**config.mk**
```make
export PLATFORM = sky130hd
export DESIGN_NAME = can_mask_match_acceptance_filter_unit
export DESIGN_NICKNAME = d
export VERILOG_FILES = /design/src/hw/rtl/caf_pkg.sv /design/src/hw/rtl/can_mask_match_acceptance_filter_unit.sv /design/src/hw/rtl/caf_entry_ram.sv /design/src/hw/rtl/caf_ctrl.sv
export SDC_FILE = /design/constraint.sdc
export NUM_CORES = 2
export LEC_CHECK = 0
export BUFFER_PORTS_ARGS = -buffer_cell sky130_fd_sc_hd__buf_2
export CAP_MARGIN = 40
export CORE_ASPECT_RATIO = 0.8
export CORE_MARGIN = 2
export CORE_UTILIZATION = 45
export CTS_BUF_LIST = sky130_fd_sc_hd__clkbuf_8
export CTS_CLUSTER_SIZE = 14
export DETAILED_ROUTE_END_ITERATION = 7
export GPL_TIMING_DRIVEN = 1
export PLACE_DENSITY = 0.66
export REMOVE_ABC_BUFFERS = 1
export SETUP_SLACK_MARGIN = 0.15
export SLEW_MARGIN = 20
export SYNTH_ARGS = -nofsm -noshare
export SYNTH_HDL_FRONTEND = slang
export SYNTH_SLANG_ARGS = --single-unit
```
**constraint.sdc**
```tcl
create_clock -name clk -period 20.5 [get_ports clk]
set_input_delay 1.025 -clock clk [delete_from_list [all_inputs] [get_ports clk]]
set_output_delay 1.025 -clock clk [all_outputs]
set_load 0.005 [all_outputs]
```
**src/hw/rtl/caf_pkg.sv**
```systemverilog
// ----------------------------------------------------------------------------
// caf_pkg: shared types and constants of the acceptance filter
// Field widths, table depth, command codes and the entry and result records.
// ----------------------------------------------------------------------------
package caf_pkg;

  localparam int MAX_ENTRIES = 16;
  localparam int IDX_W       = (MAX_ENTRIES > 1) ? $clog2(MAX_ENTRIES) : 1;
  localparam int CNT_W       = $clog2(MAX_ENTRIES + 1);

  localparam int ID_W     = 29;
  localparam int DATA_W   = 64;
  localparam int HANDLE_W = 31;

  localparam logic [ID_W-1:0] BUCKET_RESET = 29'h3FFFF00;

  // command codes
  localparam logic CMD_ADD   = 1'b0;
  localparam logic CMD_FRAME = 1'b1;

  // one stored filter entry
  typedef struct packed {
    logic [ID_W-1:0]   id_mask;
    logic [ID_W-1:0]   id_match;
    logic [DATA_W-1:0] data_mask;
    logic [DATA_W-1:0] data_match;
  } entry_t;

  localparam int ENTRY_W = $bits(entry_t);

  // one result record
  typedef struct packed {
    logic                accepted;
    logic [HANDLE_W-1:0] handle;
    logic                table_full;
  } res_t;

endpackage

```
**src/hw/rtl/can_mask_match_acceptance_filter_unit.sv**
```systemverilog
// ----------------------------------------------------------------------------
// can_mask_match_acceptance_filter_unit: CAN mask-match acceptance filter
// Table of identifier/payload filter entries held in a RAM; add and frame
// commands, one result per command, with a skid stage ahead of the output.
// ----------------------------------------------------------------------------
//  channel  direction  handshake              payload
//  in       input      in_valid / in_ready    cmd, frame_id, payload, masks
//  out      output     out_valid / out_ready  accepted, handle, table_full
//  cfg      input      cfg_valid / cfg_ready  bucket_mask
//
//  An add command, or a frame command on an empty table, forms its result
//  straight from the command, and the result then moves out through the
//  skid stage. A frame command on a filled table first scans the entries
//  one at a time up to the first hit or the last filled entry, since the
//  entry RAM has a single read port.
//  Reset empties the table by zeroing the fill count; no clearing pass.
//  A new command is taken once the previous result has left the skid stage;
//  a stalled output holds its result while the next command is worked on.
// ----------------------------------------------------------------------------
module can_mask_match_acceptance_filter_unit
  import caf_pkg::*;
(
  input  logic                clk,
  input  logic                rst_n,
  // command channel
  input  logic                in_valid,
  output logic                in_ready,
  input  logic                in_cmd,
  input  logic [ID_W-1:0]     in_frame_id,
  input  logic [DATA_W-1:0]   in_payload,
  input  logic [ID_W-1:0]     in_id_mask,
  input  logic [ID_W-1:0]     in_id_match,
  input  logic [DATA_W-1:0]   in_data_mask,
  input  logic [DATA_W-1:0]   in_data_match,
  // result channel
  output logic                out_valid,
  input  logic                out_ready,
  output logic                out_accepted,
  output logic [HANDLE_W-1:0] out_handle,
  output logic                out_table_full,
  // configuration channel
  input  logic                cfg_valid,
  output logic                cfg_ready,
  input  logic [ID_W-1:0]     cfg_bucket_mask
);

  logic [ID_W-1:0] bucket_r;
  logic            pend_r;
  res_t            pend_data_r;
  logic            out_valid_r;
  res_t            out_data_r;
  logic            res_valid;
  res_t            res;
  logic            move;

  // configuration register
  assign cfg_ready = 1'b1;

  always_ff @(posedge clk) begin
    if (!rst_n) begin
      bucket_r <= BUCKET_RESET;
    end else if (cfg_valid && cfg_ready) begin
      bucket_r <= cfg_bucket_mask;
    end
  end

  // table sequencer
  caf_ctrl u_ctrl (
    .clk           (clk),
    .rst_n         (rst_n),
    .in_valid      (in_valid),
    .in_ready      (in_ready),
    .in_cmd        (in_cmd),
    .in_frame_id   (in_frame_id),
    .in_payload    (in_payload),
    .in_id_mask    (in_id_mask),
    .in_id_match   (in_id_match),
    .in_data_mask  (in_data_mask),
    .in_data_match (in_data_match),
    .bucket_mask   (bucket_r),
    .slot_free     (!pend_r),
    .res_valid     (res_valid),
    .res           (res)
  );

  // skid stage feeding the output register
  assign move = pend_r && (!out_valid_r || out_ready);

  always_ff @(posedge clk) begin
    if (!rst_n) begin
      pend_r      <= 1'b0;
      out_valid_r <= 1'b0;
    end else begin
      if (res_valid) begin
        pend_r <= 1'b1;
      end else if (move) begin
        pend_r <= 1'b0;
      end
      if (move) begin
        out_valid_r <= 1'b1;
      end else if (out_ready) begin
        out_valid_r <= 1'b0;
      end
    end
  end

  always_ff @(posedge clk) begin
    if (res_valid) begin
      pend_data_r <= res;
    end
    if (move) begin
      out_data_r <= pend_data_r;
    end
  end

  assign out_valid      = out_valid_r;
  assign out_accepted   = out_data_r.accepted;
  assign out_handle     = out_data_r.handle;
  assign out_table_full = out_data_r.table_full;

  // checks
  a_no_overwrite: assert property (@(posedge clk) disable iff (!rst_n)
    res_valid |-> !pend_r)
    else $error("result produced while skid stage occupied");

  a_busy_after_accept: assert property (@(posedge clk) disable iff (!rst_n)
    (in_valid && in_ready) |=> !in_ready)
    else $error("second command taken before first result");

  a_full_fields: assert property (@(posedge clk) disable iff (!rst_n)
    (out_valid && out_table_full) |-> (out_handle == '0 && !out_accepted))
    else $error("full-table result carries handle or accept");

  a_accept_excl: assert property (@(posedge clk) disable iff (!rst_n)
    (out_valid && out_accepted) |-> (out_handle == '0 && !out_table_full))
    else $error("frame result carries add fields");

endmodule

```
**src/hw/rtl/caf_entry_ram.sv**
```systemverilog
// ----------------------------------------------------------------------------
// caf_entry_ram: single-port-write, single-port-read synchronous RAM
// One write and one read per cycle; read data is registered.
// ----------------------------------------------------------------------------
module caf_entry_ram #(
  parameter int DEPTH = 16,
  parameter int WIDTH = 8
) (
  input  logic                                        clk,
  input  logic                                        we,
  input  logic [((DEPTH > 1) ? $clog2(DEPTH) : 1)-1:0] waddr,
  input  logic [WIDTH-1:0]                            wdata,
  input  logic                                        re,
  input  logic [((DEPTH > 1) ? $clog2(DEPTH) : 1)-1:0] raddr,
  output logic [WIDTH-1:0]                            rdata
);

  logic [WIDTH-1:0] mem [DEPTH];

  // write port
  always_ff @(posedge clk) begin
    if (we) begin
      mem[waddr] <= wdata;
    end
  end

  // registered read port
  always_ff @(posedge clk) begin
    if (re) begin
      rdata <= mem[raddr];
    end
  end

endmodule

```
**src/hw/rtl/caf_ctrl.sv**
```systemverilog
// ----------------------------------------------------------------------------
// caf_ctrl: filter table sequencer
// Appends entries to the RAM at the fill count and scans the filled part
// of the RAM one entry per cycle for a frame test, stopping at the first hit.
// ----------------------------------------------------------------------------
module caf_ctrl
  import caf_pkg::*;
(
  input  logic              clk,
  input  logic              rst_n,
  // command side
  input  logic              in_valid,
  output logic              in_ready,
  input  logic              in_cmd,
  input  logic [ID_W-1:0]   in_frame_id,
  input  logic [DATA_W-1:0] in_payload,
  input  logic [ID_W-1:0]   in_id_mask,
  input  logic [ID_W-1:0]   in_id_match,
  input  logic [DATA_W-1:0] in_data_mask,
  input  logic [DATA_W-1:0] in_data_match,
  // grouping register
  input  logic [ID_W-1:0]   bucket_mask,
  // result side
  input  logic              slot_free,
  output logic              res_valid,
  output res_t              res
);

  localparam logic ST_IDLE = 1'b0;
  localparam logic ST_SCAN = 1'b1;

  logic                st_r, st_nxt;
  logic [CNT_W-1:0]    cnt_r;
  logic [HANDLE_W-1:0] handle_r;
  logic [IDX_W-1:0]    idx_r;
  logic [ID_W-1:0]     fid_r;
  logic [DATA_W-1:0]   pl_r;

  logic                acc;
  logic                is_full;
  logic                last;
  logic                hit;
  logic [HANDLE_W-1:0] handle_inc;
  logic                ram_we, ram_re;
  logic [IDX_W-1:0]    ram_raddr;
  entry_t              wentry, rentry;

  assign in_ready = (st_r == ST_IDLE) && slot_free;
  assign acc      = in_valid && in_ready;
  assign is_full  = (cnt_r == CNT_W'(MAX_ENTRIES));
  assign last     = ((CNT_W'(idx_r) + CNT_W'(1)) == cnt_r);

  // saturating handle
  assign handle_inc = (handle_r == '1) ? handle_r : handle_r + HANDLE_W'(1);

  // entry RAM
  assign wentry.id_mask    = in_id_mask;
  assign wentry.id_match   = in_id_match;
  assign wentry.data_mask  = in_data_mask;
  assign wentry.data_match = in_data_match;

  assign ram_we    = acc && (in_cmd == CMD_ADD) && !is_full;
  assign ram_re    = (acc && (in_cmd == CMD_FRAME)) || ((st_r == ST_SCAN) && !last);
  assign ram_raddr = (st_r == ST_IDLE) ? '0 : idx_r + IDX_W'(1);

  caf_entry_ram #(
    .DEPTH (MAX_ENTRIES),
    .WIDTH (ENTRY_W)
  ) u_ram (
    .clk   (clk),
    .we    (ram_we),
    .waddr (cnt_r[IDX_W-1:0]),
    .wdata (wentry),
    .re    (ram_re),
    .raddr (ram_raddr),
    .rdata (rentry)
  );

  // three tests against the entry read last cycle
  assign hit = ((rentry.id_match & bucket_mask) == (fid_r & bucket_mask))
            && ((rentry.id_mask & fid_r) == rentry.id_match)
            && ((rentry.data_mask & pl_r) == rentry.data_match);

  // sequencer and result
  always_comb begin
    st_nxt    = st_r;
    res_valid = 1'b0;
    res       = '0;
    unique case (st_r)
      ST_IDLE: begin
        if (acc) begin
          if (in_cmd == CMD_ADD) begin
            res_valid      = 1'b1;
            res.table_full = is_full;
            res.handle     = is_full ? '0 : handle_inc;
          end else if (cnt_r == '0) begin
            res_valid = 1'b1;
          end else begin
            st_nxt = ST_SCAN;
          end
        end
      end
      ST_SCAN: begin
        if (hit || last) begin
          res_valid    = 1'b1;
          res.accepted = hit;
          st_nxt       = ST_IDLE;
        end
      end
      default: st_nxt = ST_IDLE;
    endcase
  end

  // control state
  always_ff @(posedge clk) begin
    if (!rst_n) begin
      st_r     <= ST_IDLE;
      cnt_r    <= '0;
      handle_r <= '0;
    end else begin
      st_r <= st_nxt;
      if (ram_we) begin
        cnt_r    <= cnt_r + CNT_W'(1);
        handle_r <= handle_inc;
      end
    end
  end

  // frame capture and scan index
  always_ff @(posedge clk) begin
    if (acc) begin
      fid_r <= in_frame_id;
      pl_r  <= in_payload;
      idx_r <= '0;
    end else if (st_r == ST_SCAN) begin
      idx_r <= idx_r + IDX_W'(1);
    end
  end

endmodule
```
==> flow_summary.yaml <==
clocking:
  clk_path_buf_depth: 4
  postCtsResizedCells: 0
  clk_pin_slew_ns: 0.07
  cts_buffers: 541
  h-tree-depth: 6
  cts_setup_buffers: 0
  root_buffer: "clkbuf_8"
  clock_latency_ns: 1.06
  clock_sinks: 3393
  cts_tree: "built"
  ctsHoldBuffers: 0
synthesis:
  syn_inst: 7728
  async_reset_ff_share_pct: 0
  ys_ff_latch: 3393
  synth_cell_types: 59
  ys.flop_type: "edfxtp_1"
  avgSynthCellArea_um2: 17.1
  synth_top_cell_by_area: "edfxtp_1"
  synth_area_um2: 132000
  seq_area_frac_synth_pct: 76.5
  yosysTopAreaCellShare_pct: 75.4
  synthTopCellsByArea: "edfxtp_1 75%, mux2i_1 5.8%, mux4_2 3.2%"
  synth-edff-count: 3321
  ys_warn_count: 0
die:
  chipWidth_um: 610
  die_h_um: 489
  core-area_um2: 291000
  num_rows: 177
  start_util_pct: 45.4
  ios: 350
  dieArea_um2: 298000
power:
  ir_worst_vdd_uv: 49.7
  switching_share_pct: 22.8
  p_seq_share_pct: 57.2
  p_int_w: 0.0105
  p_comb_share_pct: 4.7
  p_per_area_nw_per_um2: 91.4
  power_frac_clock_pct: 38.1
  p_leak_nw: 50.7
  p_switching_w: 0.00311
grt:
  grt_start_max_net_pins: 159
  antenna_found_initial: 111
  grt_pass1_vias: 72064
  grt_overflow: 0
  grt_use_total_pct: 22.9
  grt_first_pass_wirelength_um: 500000
placed_design:
  dp_cells: 11606
  place_ws_ns: 14.42
  place_congestion: 0.780
  port_buffers: 348
  dp_hpwl_um: 187000
sta:
  layout_setup_ws_ns: 14.88
  rsz0062_at_grt: "no"
  finalCriticalPeriod_ns: 5.62
  max_slew_margin_pct: 11.9
  holdWs_ns: 0.147
  worstMarginPinSlew_ns: 1.32
  finalCritPeriodShare_pct: 27.4
  setup_viol: 0
  fmax_mhz: 178
  finalHoldViolCount: 0
  setup_tns_ns: 0
  slew_viol_final: 0
  fin_worst_skew_ns: 0.121
min_path:
  min_path_cells: 1
  hp-class: "in2reg"
  min_to: "u_ctrl.fid_r[20]$_DFFE_PP_"
  holdCritStartpoint: "in_frame_id[20]"
cells_and_area:
  layout-drive-gt1-share_pct: 16.2
  final_cell_mix: "3321 x edfxtp_1, 795 x nand2_1, 769 x mux2i_1"
  syn2layout_area_growth_pct: 12.9
  nFillCells: 23476
  mostFrequentLayoutCell: "edfxtp_1"
  fin_nets: 8633
  stdcell_count: 12585
  final_util_pct: 51.2
critical_path:
  rr_worst_depth: 12
  worstPathRequired_ns: 21.27
  crit_path_end_kind: "flip-flop"
  critPathLaunchType: "flip-flop"
  critical_path.max_fanout: 158
  critPathKind: "reg2reg"
  rrSetupSlack_ns: 14.88
  arrival_ns: 6.39
  reg2reg_from: "u_ctrl.idx_r[0]$_SDFFE_PP0P_"
  r2r_end: "u_ctrl.u_ram.rdata[128]$_DFFE_PP_"
drt:
  drt_iter0_markers: 7819
  wl_per_cell_um: 27.7
  drt_pre_antenna_iters: 6
  totalWireLength_um: 349000
  ant_nets: 0
  via_per_inst: 5.89
  drcViolationCount: 0
  vias: 74078
run:
  max-cap-violations: 0
status:
  outcome: "finished, final reports clean"
## worst max-delay path by stage
stage / startpoint / endpoint / slack, ns / depth (start not counted)
global placement: u_ctrl.idx_r[0]$_SDFFE_PP0P_ / u_ctrl.u_ram.rdata[134]$_DFFE_PP_ / 14.38 / 10
floorplan: u_ctrl.idx_r[0]$_SDFFE_PP0P_ / u_ctrl.u_ram.rdata[0]$_DFFE_PP_ / -83.42 / 5
CTS: u_ctrl.idx_r[0]$_SDFFE_PP0P_ / u_ctrl.u_ram.rdata[128]$_DFFE_PP_ / 14.47 / 10
finish: u_ctrl.idx_r[0]$_SDFFE_PP0P_ / u_ctrl.u_ram.rdata[128]$_DFFE_PP_ / 14.88 / 12
detailed placement: u_ctrl.idx_r[0]$_SDFFE_PP0P_ / u_ctrl.u_ram.rdata[128]$_DFFE_PP_ / 14.42 / 10
global route: u_ctrl.idx_r[0]$_SDFFE_PP0P_ / u_ctrl.u_ram.rdata[128]$_DFFE_PP_ / 14.57 / 12
## state kept, by name, summed over array words and instances, names as in the netlist
signal and count:
out_handle 31, bucket_r 29, u_ctrl.fid_r 29, u_ctrl.handle_r 31
u_ctrl.cnt_r 5, u_ctrl.st_r 1, out_accepted 1, u_ctrl.idx_r 4
out_table_full 1, u_ctrl.u_ram.rdata 186, u_ctrl.pl_r 64, u_ctrl.u_ram.mem 2976
pend_r 1, pend_data_r 33, out_valid 1
## power by group through the flow
| stage | Combinational, W | Clock [W] | Sequential, W |
|---|---|---|---|
| 6_report | 0.000637 | 0.00520 | 0.00780 |
| 5_1_grt | 0.000685 | 0.00559 | 0.00781 |
| 4_1_cts | 0.000633 | 0.00530 | 0.00780 |
| 3_5_place_dp | 0.000632 | 0 | 0.00795 |
| 3_3_place_gp | 0.000600 | 0 | 0.00794 |
| 2_1_floorplan | 0.000624 | 0 | 0.00798 |
## logic make-up (layout without fill, tap and decap cells)
| logic type | after synthesis | after routing | share of synthesized area [%] |
|---|---|---|---|
| buffers and inverters | 501 | 1484 | 1.48 |
| other | 1 | 27 | 0.00284 |
| flip-flops | 3393 | 3393 | 76.5 |
| AO/OA/AOI/OAI | 1107 | 1107 | 6.17 |
| XOR/XNOR | 89 | 89 | 0.590 |
| AND/OR/NAND/NOR | 1674 | 1674 | 6.16 |
| adder cells (fa/ha/maj) | 6 | 6 | 0.0568 |
| multiplexers | 957 | 957 | 9.02 |
## cell type report
type | count | area (um^2) | area share [%]
flip-flops and latches | 3393 | 101000 | 67.8
multi-input cells | 3834 | 29300 | 19.6
clock buffers | 563 | 7750 | 5.19
well taps | 3848 | 4810 | 3.23
repair buffers | 530 | 4380 | 2.93
clock inverters | 378 | 1740 | 1.16
diodes | 26 | 65.1 | 0.0436
inverters | 13 | 53.8 | 0.0360
## routing by layer
metal	GRT usage, %	share of wire [%]
met1	32.2	42
met2	35.8	46
met3	5.22	9.0
met4	6.80	2.7
met5	0	0.11
## metrics by stage
stage | total power [W] | cell area (um^2)
after floorplan | 0.00861 | 130000
after global placement | 0.00854 | 138000
after detailed placement | 0.00858 | 139000
after CTS | 0.0137 | 149000
after global routing | 0.0141 | 149000
final | 0.0136 | 149000
## worst max-delay path: stages, from the launching register on
cell and delay (ns):
dfxtp_4 0.86, buf_4 0.40, buf_16 0.29, buf_4 0.64
buf_12 0.69, buf_4 0.80, buf_4 0.35, buf_16 0.29
nor2b_1 0.09, a211oi_1 0.18, a311oi_1 0.08, nor3_1 0.36
a21oi_1 0.07
## cells in the mapped netlist (38+ instances only)
library cell and number:
dfxtp_1 72, a311oi_1 371, nor2_1 57, clkbuf_1 398
edfxtp_1 3321, a211oi_1 388, a21oi_1 246, xor2_1 51
mux2i_1 769, xnor2_1 38, buf_2 50, nand3_1 38
nand2_1 797, and3_1 59, nor2b_1 387, nor3_1 205
mux4_2 188
Note: power is estimated with default switching activity, not from simulation.
